--- src/sv/sparsity_row_slot_table_unit_macros.svh ---
// Assertion macros for the sparsity row slot table.
`ifndef SPARSITY_ROW_SLOT_TABLE_UNIT_MACROS_SVH
`define SPARSITY_ROW_SLOT_TABLE_UNIT_MACROS_SVH

`ifndef SYNTHESIS
// same-cycle implication, checked on every rising clock edge out of reset
`define SRST_ASSERT_IMP(lbl, ante, cons) \
   lbl: assert property (@(posedge clock) disable iff (reset) (ante) |-> (cons)) \
      else $error("srst assertion failed");
// next-cycle implication
`define SRST_ASSERT_NXT(lbl, ante, cons) \
   lbl: assert property (@(posedge clock) disable iff (reset) (ante) |=> (cons)) \
      else $error("srst assertion failed");
`else
`define SRST_ASSERT_IMP(lbl, ante, cons)
`define SRST_ASSERT_NXT(lbl, ante, cons)
`endif

`endif

--- src/sv/srst_pkg.sv ---
// Shared types and codes of the sparsity row slot table.
`timescale 1ns / 1ps

package srst_pkg;

   localparam int MODE_W   = 2;
   localparam int ROW_W    = 8;
   localparam int COL_W    = 8;
   localparam int CNT_W    = 9;
   localparam int STATUS_W = 3;
   localparam int SLOT_W   = 3;
   localparam int BAND_W   = 8;
   localparam int CSR_IDX_W = 1;

   // request modes
   localparam logic [MODE_W-1:0] MODE_ADD   = 2'd0;
   localparam logic [MODE_W-1:0] MODE_QUERY = 2'd1;
   localparam logic [MODE_W-1:0] MODE_CLEAR = 2'd2;

   // response status codes
   localparam logic [STATUS_W-1:0] STAT_INSERTED  = 3'd0;
   localparam logic [STATUS_W-1:0] STAT_FOUND     = 3'd1;
   localparam logic [STATUS_W-1:0] STAT_ROW_FULL  = 3'd2;
   localparam logic [STATUS_W-1:0] STAT_RANGE     = 3'd3;
   localparam logic [STATUS_W-1:0] STAT_NOT_FOUND = 3'd4;
   localparam logic [STATUS_W-1:0] STAT_CLEARED   = 3'd5;

   // register indexes
   localparam logic [CSR_IDX_W-1:0] CSR_ROW_COUNT = 1'b0;
   localparam logic [CSR_IDX_W-1:0] CSR_COL_COUNT = 1'b1;

   typedef struct packed {
      logic [MODE_W-1:0] mode;
      logic [ROW_W-1:0]  row;
      logic [COL_W-1:0]  col;
   } req_type;

   typedef struct packed {
      logic [STATUS_W-1:0] status;
      logic [SLOT_W-1:0]   slot;
      logic [BAND_W-1:0]   band_width;
   } rsp_type;

   // outcome of one row scan
   typedef struct packed {
      logic hit;    // first stop is a slot holding the column
      logic open;   // first stop is an empty slot
   } scan_type;

endpackage

--- src/sv/srst_slot_scan.sv ---
// Row scan: finds the first slot that holds the column or is empty.
`timescale 1ns / 1ps

module srst_slot_scan #(
   parameter int SLOTS  = 8,
   parameter int IDX_W  = 3
) (
   input  logic [SLOTS-1:0]                    slot_valid,
   input  logic [SLOTS-1:0][srst_pkg::COL_W-1:0] slot_col,
   input  logic [srst_pkg::COL_W-1:0]          col,
   output srst_pkg::scan_type                  scan,
   output logic [IDX_W-1:0]                    index
);

   logic [SLOTS-1:0] hit_vec;
   logic [SLOTS-1:0] stop_vec;

   always_comb begin
      for (int k = 0; k < SLOTS; k++) begin
         hit_vec[k]  = slot_valid[k] && (slot_col[k] == col);
         stop_vec[k] = hit_vec[k] || !slot_valid[k];
      end
   end

   // priority pick, lowest slot wins
   always_comb begin
      scan  = '0;
      index = '0;
      for (int k = SLOTS - 1; k >= 0; k--) begin
         if (stop_vec[k]) begin
            scan.hit  = hit_vec[k];
            scan.open = !slot_valid[k];
            index     = IDX_W'(k);
         end
      end
   end

endmodule

--- config.mk ---
export PLATFORM = sky130hd
export DESIGN_NAME = srst_slot_scan
export DESIGN_NICKNAME = d
export VERILOG_FILES = /design/src/sv/sparsity_row_slot_table_unit_macros.svh /design/src/sv/srst_pkg.sv /design/src/sv/srst_slot_scan.sv
export SDC_FILE = /design/constraint.sdc
export NUM_CORES = 1
export LEC_CHECK = 0
export ABC_AREA = 1
export BUFFER_PORTS_ARGS = -buffer_cell sky130_fd_sc_hd__buf_2
export CAP_MARGIN = 40
export CORE_ASPECT_RATIO = 0.9
export CORE_MARGIN = 2
export CORE_UTILIZATION = 40
export DETAILED_ROUTE_END_ITERATION = 12
export GPL_TIMING_DRIVEN = 1
export PLACE_DENSITY = 0.9
export SETUP_SLACK_MARGIN = 0.3
export SYNTH_ARGS = -nofsm -noshare
export SYNTH_HDL_FRONTEND = slang
export SYNTH_SLANG_ARGS = --single-unit
--- constraint.sdc ---
create_clock -name vclk -period 1.9
set_input_delay 0.38 -clock vclk [all_inputs]
set_output_delay 0.38 -clock vclk [all_outputs]
set_load 0.02 [all_outputs]
==> impl_metrics.json <==
{
  "antenna_left": 0,
  "nFlopsAndLatches": 0,
  "drt-wirelength-per-cell_um": 12.1,
  "drv_cap": 0,
  "hold_path_class": "primary input to output port",
  "failed_checks": "setup timing",
  "power.internal_mw": 0.258,
  "layout.cells.non_filler": 374,
  "layout.nets": 414,
  "synth-xor-area-share": 0.229,
  "area_growth_pct": 83.6,
  "layout_common_cells": "72 x buf_2, 63 x nand2_1, 25 x buf_4",
  "drc_errors": 0,
  "placed_cells": 355,
  "worst_setup_path_start_kind": "primary input",
  "rows": 19,
  "fin_crit_ns": 2.28,
  "routed-via-count": 1764,
  "synth-seq-area-share": 0,
  "clockBufferCount": 0,
  "synthSimpleGateAreaFrac": 0.618,
  "die_height_um": 57.4,
  "synth_area_mm2": 0.00127,
  "synth_cell_types": 26,
  "p_sw_frac": 0.482,
  "drt_iter0_drc": 31,
  "power_mw": 0.498,
  "grt_pass1_wl_mm": 7.22,
  "report.final.slew_viol_count": 0,
  "worstPathMaxFanout": 5,
  "critPathMostFrequentCell": "nor3_2",
  "grtUsageTotal": 0.239,
  "final-setup-viol-count": 5,
  "gp_congestion": 0.896,
  "rsz0062_at_grt": "true",
  "worstPathCellList": "buf_12 > xor2_2 > nor2_1 > nand2_1 > nor3_2 > buf_4 > buf_6 > nor3_2 > nand2_1 > nor3_2 > buf_4 > nor2_4 > buf_6",
  "seqCellArea_um2": 0,
  "hold_buffers": 0,
  "worstMarginPinSlew_ns": 0.340,
  "grt_pass1_vias": 1822,
  "drive_above_1_share": 0.569,
  "hold_depth": 3,
  "synth-compound-area-share": 0.0197,
  "drt_wl_total_mm": 4.52,
  "synth_mux_area_frac": 0,
  "antenna_found_initial": 0,
  "antenna_cells": 0,
  "final_common_cell": "buf_2",
  "fin_ws_ns": -0.377,
  "core_mm2": 0.00304,
  "post-place-ws_ns": -0.444,
  "seqPwrFrac": 0,
  "grt-ovfl-total": 0,
  "path_class": "primary input to output port",
  "setup-tns-final_ns": -1.56,
  "dp_hpwl_mm": 3.32,
  "syn-mean-instance-area_um2": 5.68,
  "io_buffer_count": 85,
  "synth_cells": 223,
  "cpPeakStageDelay_ns": 0.25,
  "p_leak_nw": 1.20,
  "die_w_um": 63.3,
  "viasPerCell": 4.72,
  "power.density_mw_per_mm2": 214,
  "drt_pre_antenna_iters": 4,
  "share_comb_of_total_power": 1.000,
  "cp-end-kind": "output port",
  "ir_drop_mv": 0.120,
  "finish.instance_area_mm2": 0.00233,
  "power_frac_clock": 0,
  "arrival_ns": 1.90,
  "status": "complete, but fails checks",
  "fin_crit_sh": 1.20,
  "place_area_mm2": 0.00184,
  "yosys_warnings": 0,
  "critical-path-slowest-cell": "nor3_2",
  "fmax_ghz": 0.439,
  "switching_power_mw": 0.240,
  "relSlewSlack": 0.772,
  "die_area_mm2": 0.00364,
  "hold_viol": 0,
  "critical_path_required_ns": 1.52,
  "synthAdderAreaFrac": 0,
  "synth_nets": 303,
  "grt_max_degree": 11,
  "synth_top_family_by_area": "simple AND/OR/NAND/NOR gates",
  "initial_core_util": 0.417,
  "ios": 85
}
[worst paths after layout]
kind | startpoint | endpoint | slack [ns]
max | col[7] | scan[1] | -0.38
min | slot_valid[0] | scan[0] | 1.08
[stage by stage]
stage | hold WS [ns] | utilization
after floorplan | 0.819 | -
after global placement | 1.08 | 0.605
after detailed placement | 1.08 | 0.605
after CTS | 1.08 | 0.734
after global routing | 1.09 | 0.765
final | 1.08 | 0.765
[cells in the mapped netlist, drive strengths merged]
master  number  area share
nand2       75        0.24
inv         30       0.091
xnor2       22        0.17
or2         20       0.099
nor2        19       0.066
nand3       15       0.071
xor2         9       0.062
nand4        8       0.039
buf          6       0.042
a21oi        5       0.020
nor3         5       0.020
and3b        3       0.021
nor4         3       0.043
and3         2      0.0099
nor3b        1      0.0059
[critical path, delay by kind of cell]
| family | cells | cell delay [ns] |
|---|---|---|
| and+or+nand+nor | 7 | 0.74 |
| buffers and inverters | 5 | 0.62 |
| xor gates and xnor gates | 1 | 0.16 |
[routing by layer]
metal,up-vias,GRT usage,part of all wire
li1,910,-,-
met1,780,0.265,0.38
met2,68,0.492,0.55
met3,6,0.0217,0.056
met4,0,0.0497,0.013
met5,-,0,0
[cell type report]
cell class,count,area (µm²)
inverter,30,145
timing repair inverter,2,15.0
fill,246,716
multi-input combinational,187,1330
timing repair buffer,113,783
tap,42,52.6
[logic make-up (layout without fill, tap and decap cells)]
kind of cell | after synthesis | in the layout
AND/OR/NAND/NOR | 151 | 151
XOR/XNOR | 31 | 31
buffers and inverters | 36 | 145
AO/OA/AOI/OAI | 5 | 5
[timing repair]
action / 4_1_cts / 5_1_grt
resized for setup: 77 / 15
hold endpoints to repair: 0 / 0
setup endpoints to repair: 5 / 5
pin swaps: 35 / 13
buffers inserted: 12 / 5
cloned: 2 / 0
[power groups by stage]
stage	Clock [mW]	Combinational [mW]	Sequential, mW
2_1_floorplan	0	0.249	0
3_3_place_gp	0	0.374	0
3_5_place_dp	0	0.386	0
4_1_cts	0	0.473	0
5_1_grt	0	0.542	0
6_report	0	0.498	0
No activity file was read; power rests on OpenSTA's default activity.
